### src/rtl/sat_pkg.sv
package sat_pkg;

    localparam int ID_W        = 10;
    localparam int KIND_W      = 2;
    localparam int STATUS_W    = 2;
    localparam int WEIGHT_IN_W = 16;
    localparam int DEG_OUT_W   = 6;
    localparam int HEC_W       = 16;

    localparam int NODES_DEF       = 1024;
    localparam int MAX_DEGREE_DEF  = 32;
    localparam int WEIGHT_BITS_DEF = 16;

    typedef enum logic [KIND_W-1:0] {
        KIND_ADD    = 2'd0,
        KIND_REMOVE = 2'd1,
        KIND_LOOKUP = 2'd2,
        KIND_NONE   = 2'd3
    } kind_t;

    typedef enum logic [STATUS_W-1:0] {
        ST_OK   = 2'd0,
        ST_SELF = 2'd1,
        ST_MISS = 2'd2,
        ST_FULL = 2'd3
    } status_t;

    typedef enum logic [4:0] {
        S_CLEAR,
        S_IDLE,
        S_DEG_A,
        S_DEG_B,
        S_DEG_BW,
        S_DISPATCH,
        S_SEEK_INIT,
        S_SEEK_RD,
        S_SEEK_CMP,
        S_SEEK_END,
        S_DN_RD,
        S_DN_WR,
        S_INS_INIT,
        S_UP_RD,
        S_UP_WR,
        S_PUT,
        S_DEG_DEC,
        S_DEG_INC,
        S_FINISH
    } state_t;

    typedef enum logic [4:0] {
        OP_NONE,
        OP_CLEAR,
        OP_LOAD,
        OP_RD_DEG_A,
        OP_RD_DEG_B,
        OP_CAP_DEG_B,
        OP_SEEK_INIT,
        OP_SEEK_RD,
        OP_SEEK_STEP,
        OP_SEEK_DONE,
        OP_DN_RD,
        OP_DN_WR,
        OP_INS_INIT,
        OP_UP_RD,
        OP_UP_WR,
        OP_PUT,
        OP_DEG_DEC,
        OP_DEG_INC,
        OP_FINISH
    } dp_op_t;

    typedef struct packed {
        dp_op_t  op;
        logic    side;
        status_t status;
    } dp_cmd_t;

    typedef struct packed {
        kind_t kind;
        logic  in_range;
        logic  same;
        logic  p_lt_deg;
        logic  k1_lt_deg;
        logic  k_gt_p;
        logic  id_lt;
        logic  hit_now;
        logic  hit_a;
        logic  full;
        logic  clr_last;
        logic  out_free;
    } dp_stat_t;

endpackage

### src/rtl/sat_ctrl.sv
module sat_ctrl (
    input  logic              clk,
    input  logic              rst_n,
    input  logic              in_valid,
    output logic              in_ready,
    input  sat_pkg::dp_stat_t stat,
    output sat_pkg::dp_cmd_t  cmd
);

    sat_pkg::state_t  state_reg, state_next;
    logic             side_reg, side_next;
    sat_pkg::status_t res_reg, res_next;

    always_ff @(posedge clk or negedge rst_n)
    begin
        if (!rst_n)
        begin
            state_reg <= sat_pkg::S_CLEAR;
            side_reg  <= 1'b0;
            res_reg   <= sat_pkg::ST_OK;
        end
        else
        begin
            state_reg <= state_next;
            side_reg  <= side_next;
            res_reg   <= res_next;
        end
    end

    always_comb
    begin
        state_next = state_reg;
        side_next  = side_reg;
        res_next   = res_reg;
        case (state_reg)
            sat_pkg::S_CLEAR:
                if (stat.clr_last)
                    state_next = sat_pkg::S_IDLE;
            sat_pkg::S_IDLE:
                if (in_valid)
                    state_next = sat_pkg::S_DEG_A;
            sat_pkg::S_DEG_A:  state_next = sat_pkg::S_DEG_B;
            sat_pkg::S_DEG_B:  state_next = sat_pkg::S_DEG_BW;
            sat_pkg::S_DEG_BW: state_next = sat_pkg::S_DISPATCH;
            sat_pkg::S_DISPATCH:
            begin
                if (!stat.in_range || stat.kind == sat_pkg::KIND_NONE)
                begin
                    res_next   = sat_pkg::ST_MISS;
                    state_next = sat_pkg::S_FINISH;
                end
                else if (stat.kind != sat_pkg::KIND_LOOKUP && stat.same)
                begin
                    res_next   = sat_pkg::ST_SELF;
                    state_next = sat_pkg::S_FINISH;
                end
                else
                begin
                    side_next  = 1'b0;
                    state_next = sat_pkg::S_SEEK_INIT;
                end
            end
            sat_pkg::S_SEEK_INIT: state_next = sat_pkg::S_SEEK_RD;
            sat_pkg::S_SEEK_RD:
                state_next = stat.p_lt_deg ? sat_pkg::S_SEEK_CMP : sat_pkg::S_SEEK_END;
            sat_pkg::S_SEEK_CMP:
                state_next = stat.id_lt ? sat_pkg::S_SEEK_RD : sat_pkg::S_SEEK_END;
            sat_pkg::S_SEEK_END:
            begin
                case (stat.kind)
                    sat_pkg::KIND_LOOKUP:
                    begin
                        res_next   = stat.hit_now ? sat_pkg::ST_OK : sat_pkg::ST_MISS;
                        state_next = sat_pkg::S_FINISH;
                    end
                    sat_pkg::KIND_REMOVE:
                    begin
                        if (stat.hit_now)
                        begin
                            res_next   = sat_pkg::ST_OK;
                            state_next = sat_pkg::S_DN_RD;
                        end
                        else
                        begin
                            res_next   = side_reg ? sat_pkg::ST_OK : sat_pkg::ST_MISS;
                            state_next = sat_pkg::S_FINISH;
                        end
                    end
                    sat_pkg::KIND_ADD:
                    begin
                        if (!side_reg)
                        begin
                            side_next  = 1'b1;
                            state_next = sat_pkg::S_SEEK_INIT;
                        end
                        else if (stat.hit_a || stat.hit_now)
                        begin
                            res_next   = sat_pkg::ST_MISS;
                            state_next = sat_pkg::S_FINISH;
                        end
                        else if (stat.full)
                        begin
                            res_next   = sat_pkg::ST_FULL;
                            state_next = sat_pkg::S_FINISH;
                        end
                        else
                        begin
                            side_next  = 1'b0;
                            state_next = sat_pkg::S_INS_INIT;
                        end
                    end
                    default:
                    begin
                        res_next   = sat_pkg::ST_MISS;
                        state_next = sat_pkg::S_FINISH;
                    end
                endcase
            end
            sat_pkg::S_DN_RD:
                state_next = stat.k1_lt_deg ? sat_pkg::S_DN_WR : sat_pkg::S_DEG_DEC;
            sat_pkg::S_DN_WR: state_next = sat_pkg::S_DN_RD;
            sat_pkg::S_DEG_DEC:
            begin
                if (!side_reg)
                begin
                    side_next  = 1'b1;
                    state_next = sat_pkg::S_SEEK_INIT;
                end
                else
                begin
                    res_next   = sat_pkg::ST_OK;
                    state_next = sat_pkg::S_FINISH;
                end
            end
            sat_pkg::S_INS_INIT: state_next = sat_pkg::S_UP_RD;
            sat_pkg::S_UP_RD:
                state_next = stat.k_gt_p ? sat_pkg::S_UP_WR : sat_pkg::S_PUT;
            sat_pkg::S_UP_WR: state_next = sat_pkg::S_UP_RD;
            sat_pkg::S_PUT:   state_next = sat_pkg::S_DEG_INC;
            sat_pkg::S_DEG_INC:
            begin
                if (!side_reg)
                begin
                    side_next  = 1'b1;
                    state_next = sat_pkg::S_INS_INIT;
                end
                else
                begin
                    res_next   = sat_pkg::ST_OK;
                    state_next = sat_pkg::S_FINISH;
                end
            end
            sat_pkg::S_FINISH:
                if (stat.out_free)
                    state_next = sat_pkg::S_IDLE;
            default: state_next = sat_pkg::S_IDLE;
        endcase
    end

    always_comb
    begin
        in_ready   = 1'b0;
        cmd.op     = sat_pkg::OP_NONE;
        cmd.side   = side_reg;
        cmd.status = res_reg;
        case (state_reg)
            sat_pkg::S_CLEAR: cmd.op = sat_pkg::OP_CLEAR;
            sat_pkg::S_IDLE:
            begin
                in_ready = 1'b1;
                if (in_valid)
                    cmd.op = sat_pkg::OP_LOAD;
            end
            sat_pkg::S_DEG_A:     cmd.op = sat_pkg::OP_RD_DEG_A;
            sat_pkg::S_DEG_B:     cmd.op = sat_pkg::OP_RD_DEG_B;
            sat_pkg::S_DEG_BW:    cmd.op = sat_pkg::OP_CAP_DEG_B;
            sat_pkg::S_SEEK_INIT: cmd.op = sat_pkg::OP_SEEK_INIT;
            sat_pkg::S_SEEK_RD:
                if (stat.p_lt_deg)
                    cmd.op = sat_pkg::OP_SEEK_RD;
            sat_pkg::S_SEEK_CMP:
                if (stat.id_lt)
                    cmd.op = sat_pkg::OP_SEEK_STEP;
            sat_pkg::S_SEEK_END:  cmd.op = sat_pkg::OP_SEEK_DONE;
            sat_pkg::S_DN_RD:
                if (stat.k1_lt_deg)
                    cmd.op = sat_pkg::OP_DN_RD;
            sat_pkg::S_DN_WR:     cmd.op = sat_pkg::OP_DN_WR;
            sat_pkg::S_INS_INIT:  cmd.op = sat_pkg::OP_INS_INIT;
            sat_pkg::S_UP_RD:
                if (stat.k_gt_p)
                    cmd.op = sat_pkg::OP_UP_RD;
            sat_pkg::S_UP_WR:     cmd.op = sat_pkg::OP_UP_WR;
            sat_pkg::S_PUT:       cmd.op = sat_pkg::OP_PUT;
            sat_pkg::S_DEG_DEC:   cmd.op = sat_pkg::OP_DEG_DEC;
            sat_pkg::S_DEG_INC:   cmd.op = sat_pkg::OP_DEG_INC;
            sat_pkg::S_FINISH:
                if (stat.out_free)
                    cmd.op = sat_pkg::OP_FINISH;
            default: cmd.op = sat_pkg::OP_NONE;
        endcase
    end

endmodule

### config.mk
export PLATFORM = sky130hd
export DESIGN_NAME = sat_ctrl
export DESIGN_NICKNAME = d
export VERILOG_FILES = /design/src/rtl/sat_pkg.sv /design/src/rtl/sat_ctrl.sv
export SDC_FILE = /design/constraint.sdc
export NUM_CORES = 1
export LEC_CHECK = 0
export BUFFER_PORTS_ARGS = -buffer_cell sky130_fd_sc_hd__buf_4
export CORE_MARGIN = 2
export CORE_UTILIZATION = 57
export DETAILED_ROUTE_END_ITERATION = 7
export PLACE_DENSITY = 0.84
export SLEW_MARGIN = 10
export SYNTH_ARGS = -nofsm -noshare
export SYNTH_HDL_FRONTEND = slang
export SYNTH_SLANG_ARGS = --single-unit
### constraint.sdc
create_clock -name clk -period 2.8 [get_ports clk]
set_input_delay 0 -clock clk [delete_from_list [all_inputs] [get_ports clk]]
set_output_delay 0 -clock clk [all_outputs]
set_load 0.01 [all_outputs]
==> results of run 1 <==
worst max-delay path, cell delays in order (launching register included):
cell and delay (ps):
dfrtp_1 780, or4b_1 280, o41ai_1 90, a211o_1 290
a311o_2 380, mux2_1 310
cell usage after synthesis (2+ instances only):
master | n | area share, %
nand2b_1 | 6 | 3.5
nor2_1 | 16 | 5.6
o22ai_1 | 2 | 1.2
a32oi_1 | 2 | 1.6
o31ai_1 | 3 | 2.1
dfrtp_1 | 8 | 19
a22o_1 | 2 | 1.6
o211ai_1 | 3 | 2.1
nor3_1 | 6 | 2.8
a211oi_1 | 2 | 1.4
mux2i_1 | 2 | 1.9
a31oi_1 | 4 | 2.3
inv_1 | 6 | 2.1
a21oi_1 | 9 | 4.2
nor2b_1 | 4 | 2.3
nor3b_1 | 3 | 2.1
a221oi_1 | 2 | 1.6
nand2_1 | 15 | 5.2
buf_4 | 3 | 2.1
o21ai_0 | 6 | 2.8
a211o_1 | 4 | 3.3
a21o_1 | 3 | 2.1
o21ai_1 | 5 | 2.3
nand3_1 | 2 | 0.93
buf_6 | 2 | 2.1
mux2_1 | 2 | 2.1
clkbuf_1 | 9 | 3.1
nor4_1 | 2 | 1.2
or3_1 | 2 | 1.2
worst max path at each step:
stage               cells after the start          to          from
CTS                                     5  res_reg[0]  state_reg[2]
detailed placement                      5  res_reg[0]  state_reg[2]
floorplan                               5  res_reg[0]  state_reg[1]
global route                            4  res_reg[0]  state_reg[1]
global placement                        5  res_reg[0]  state_reg[2]
finish                                  5  res_reg[0]  state_reg[2]
logic make-up after synthesis:
logic type | count (synthesis)
mux | 4
flops | 8
xor+xnor | 1
compound gates | 57
simple gates | 62
buf+inv | 22
power breakdown:
part	internal [mW]	leakage (nW)	switching (mW)	total (mW)
Sequential	0.165	0.102	0.134	0.299
Clock	0.0491	0.0138	0.0396	0.0886
Combinational	0.408	0.426	0.440	0.849
layer usage:
| layer | GRT usage [%] | wire length [µm] | up-vias |
|---|---|---|---|
| met5 | 0 | 0 | - |
| met4 | 7.778 | 23 | 0 |
| met3 | 1.132 | 195 | 2 |
| met2 | 38.11 | 1357 | 56 |
| met1 | 44.60 | 1283 | 560 |
| li1 | - | - | 601 |
through the flow:
step | setup WS [ps] | cell area (µm²)
after floorplan | 866.7 | 1075
after global placement | 639.1 | 1217
after detailed placement | 575.7 | 1217
after CTS | 552.2 | 1250
after global routing | 412.8 | 1250
final | 537.9 | 1250
what timing repair did:
item	in CTS	in global routing
setup buffers	0	0
hold endpoints to repair	8	0
hold buffers	1	0
cell type report:
type	instances	area share, %
inverter	7	2.102
multi-input combinational	124	61.16
sequential	8	16.02
timing repair buffer	27	16.42
tap	25	2.503
clock buffer	3	1.802
==> reports/results.ini, run 1 <==
[logic_synthesis]
synth_cell_types = 48
syn-cell-area_um2 = 1075
synthMuxAreaShare_pct = 3.958
synth_compound_area_share_pct = 37.14
synthArstFlopShare_pct = 100.0
synthFlopType = dfrtp_1
syn_inst = 154
synth_nets = 170
synth_adder_area_share_pct = 0
synth_edf_count = 0
ys_warn_count = 0
avgSynthCellArea_um2 = 6.979
synth_seq_cells = 8
synthSimpleGateAreaFrac_pct = 29.22
synth_top_family_by_area = compound AO/OA/AOI/OAI gates
seq_area_frac_synth_pct = 18.63
synth_xor_xnor_area_share_pct = 0.8149

[clock_network]
clock_sinks = 8
cts_root_buf = clkbuf_4
clk_path_buf_depth = 2
clk_latency_ps = 260
clk_pin_slew_ps = 60
cts_buffers = 3
cts_tree = done
htreeDepth = 1
post_cts_resized = 0

[power]
total_power_mw = 1.236
vdd_drop_max_mv = 0.7887
power_density_nw_per_um2 = 989.1
p_leak_nw = 0.5412

[setup_path]
r2r_end = res_reg[0]
end_kind = flip-flop
rr_worst_depth = 5
critPathRequiredTime_ps = 2930
reg2reg_slack_ps = 540
critical_path_class = reg2reg
cp_max_fo = 25
r2r_start = state_reg[2]
critPathLaunchType = flip-flop
cp_data_arrival_time_ps = 2400

[timing]
whs_ps = 72.61
post-route-min-period_ps = 2262
clock_skew_ps = 10.19
fmax_mhz = 442.1
rsz0062_at_grt = false
finalHoldViolCount = 0
tns_ps = 0
drv_slew = 0
fin_crit_sh_pct = 80.79
relSlewSlack_pct = 54.91
finalSetupViolations = 0
worst-slew-pin-transition_ps = 676.3

[cells_and_area]
final_cells = 194
regArea_um2 = 200.2
multi_input_area_um2 = 764.5
syn_to_final_growth_pct = 16.30
largest_register_ffs = 5
insertedDiodeCount = 0
fin_util_pct = 71.61
final_cell_mix = buf_4 (26), nor2_1 (16), nand2_1 (15)
nNetsFinal = 187
layout-drive-gt1-share_pct = 18.93
nFillCells = 159
final_common_cell = buf_4

[global_route]
antenna_found_initial = 0
grt_pass1_vias = 930
track_usage_pct = 27.17
grt_pass1_wl_mm = 4.347
grt_max_degree = 27
gr-total-overflow = 0

[place]
dp.final_hpwl_mm = 2.127
dp_cells = 190
gp_congestion = 0.8947
io_buffers = 24

[floorplan]
start_util_pct = 61.58
core_um2 = 1745
io_pins = 25
dieArea_um2 = 2249
die_y_um = 47.43
std_cell_rows = 15
die_width_um = 47.43

[route]
wl_per_cell_um = 14.74
routed_via_density = 6.284
ant_nets = 0
vias = 1219
drc_errors = 0
finalWirelength_mm = 2.859
drt_iter0_markers = 75
dr.pass1.iters = 4

[run_status]
status = complete, no violations

[hold_path]
min_from = stat[7]
hold_depth = 3
hold_class = in2reg
min_to = state_reg[3]

[flow_run]
drv_cap = 0

(Power assumes the default switching activity.)
==> run 2, diff against run 1 <==
--- a/config.mk
+++ b/config.mk
@@ -7,9 +7,9 @@
 export LEC_CHECK = 0
 export BUFFER_PORTS_ARGS = -buffer_cell sky130_fd_sc_hd__buf_4
 export CORE_MARGIN = 2
-export CORE_UTILIZATION = 57
+export CORE_UTILIZATION = 48
 export DETAILED_ROUTE_END_ITERATION = 7
-export PLACE_DENSITY = 0.84
+export PLACE_DENSITY = 0.75
 export SLEW_MARGIN = 10
 export SYNTH_ARGS = -nofsm -noshare
 export SYNTH_HDL_FRONTEND = slang
==> constraint.sdc (replaced) <==
create_clock -name clk -period 2.06 [get_ports clk]
set_input_delay 0 -clock clk [delete_from_list [all_inputs] [get_ports clk]]
set_output_delay 0 -clock clk [all_outputs]
set_load 0.01 [all_outputs]
==> run 2 against run 1 <==
Compared with the run above:
- routed wire length rose by 9.4%
- utilization down 12 points
- highest routed layer unchanged
- critical endpoint is now res_reg[1]
- flip-flop and latch count is the same
- hold slack improved by 18 ps
==> reports/results.ini, run 2 (synthesis gave the netlist of run 1 again) <==
[route]
finalWirelength_mm = 3.128
drc_errors = 0
wl_per_cell_um = 15.41
ant_nets = 0
drt_iter0_markers = 66
routed_via_density = 6.256
dr.pass1.iters = 4
vias = 1270

[timing]
post-route-min-period_ps = 1952
setup_ws_ps = 108.2
relSlewSlack_pct = 62.60
finalHoldViolCount = 0
drv_slew = 0
fin_crit_sh_pct = 94.75
worst-slew-pin-transition_ps = 556.7
finalSetupViolations = 0
whs_ps = 90.15
tns_ps = 0
fmax_mhz = 512.3
clock_skew_ps = 1.664
rsz0062_at_grt = false

[clock_network]
cts_root_buf = clkbuf_4
cts_buffers = 3
post-cts-setup-buffers = 0
clock_sinks = 8
clk_latency_ps = 250
cts_tree = done
clk_path_buf_depth = 2
htreeDepth = 1
clk_pin_slew_ps = 50

[power]
power_density_nw_per_um2 = 1358
p_leak_nw = 0.5728
vdd_drop_max_mv = 0.8786

[setup_path]
crit_chain = or3b_4, a2111oi_2, a311o_2, mux2_1
startpoint = state_reg[1]
r2r_start = state_reg[1]
cp_slowest_stage_delay_ps = 470
critPathRequiredTime_ps = 2200
crit_buf_inv = 0
r2r_end = res_reg[1]
rr_worst_depth = 4
slowest_stage = a2111oi_2
cp_data_arrival_time_ps = 2090
reg2reg_slack_ps = 110
cp_max_fo = 5
cp_top_family = compound AO/OA/AOI/OAI gates
end_kind = flip-flop
critPathLaunchType = flip-flop
critical_path_class = reg2reg

[cells_and_area]
layout-drive-gt1-share_pct = 22.29
insertedDiodeCount = 0
syn_to_final_growth_pct = 21.30
largest_register_ffs = 5
final_common_cell = buf_4
nFillCells = 206
nNetsFinal = 193
final_cell_mix = buf_4 (32), nor2_1 (16), nand2_1 (15)

[place]
dp.final_hpwl_mm = 2.370
place_ws_ps = 67.84
io_buffers = 24
gp_congestion = 0.9223

[floorplan]
core_um2 = 2170
die_y_um = 51.32
dieArea_um2 = 2634
std_cell_rows = 17
die_width_um = 51.32
io_pins = 25
start_util_pct = 49.54

[global_route]
grt_pass1_wl_mm = 5.064
track_usage_pct = 25.11
grt_pass1_vias = 1137
antenna_found_initial = 0
grt_max_degree = 27
gr-total-overflow = 0

[flow_run]
drv_cap = 0

[hold_path]
hold_class = in2async

[run_status]
status = complete, no violations

run 2: changes by cell type in the layout (fill, tap and decap cells not counted):
cell / change
a2111oi_1: -1
a2111oi_2: +1
buf_4: +6
run 2: how the worst max path moves through the flow:
stage	to	slack, ps	cells past startpoint
finish	res_reg[1]	110	4
global route	res_reg[1]	30	5
CTS	res_reg[1]	40	4
detailed placement	res_reg[1]	70	4
global placement	res_reg[1]	170	4
floorplan	res_reg[0]	130	5
run 2: layout make-up:
cell class	count	area (µm²)	share of cell area (%)
repair buffers	33	250.2	19.19
well taps	28	35.03	2.687
clock buffers	3	22.52	1.727
flip-flops and latches	8	200.2	15.36
multi-input cells	124	769.5	59.02
inverters	7	26.28	2.015
run 2: stage by stage:
stage / total power [mW] / std cells / utilization (%) / instance area (µm²)
CTS: 1.751 / 203 / 59.86 / 1299
global route: 1.908 / 203 / 60.09 / 1304
detailed placement: 1.620 / 199 / 58.36 / 1266
floorplan: 1.252 / 154 / - / 1075
global placement: 1.598 / 199 / 58.36 / 1266
finish: 1.770 / 203 / 60.09 / 1304
run 2: timing repair:
item                                    CTS  global route
endpoints found under the setup margin    0             2
gates resized for setup                   0             1
hold buffers                              1             0
hold endpoints to repair                  8             0
run 2: report_power, final:
| group | switching [mW] | internal (mW) | leakage, nW |
|---|---|---|---|
| registers | 0.0721 | 0.227 | 0.102 |
| clock network | 0.0538 | 0.0667 | 0.0138 |
| logic | 0.741 | 0.610 | 0.457 |
run 2: metal layers:
metal  global-route usage (%)  vias to the layer above  share of wire (%)
li1                         -                      611                  -
met1                    32.07                      580                 42
met4                    10.96                        0                3.0
met2                    42.86                       68                 49
met3                    2.339                       11                6.0
met5                        0                        -                  0
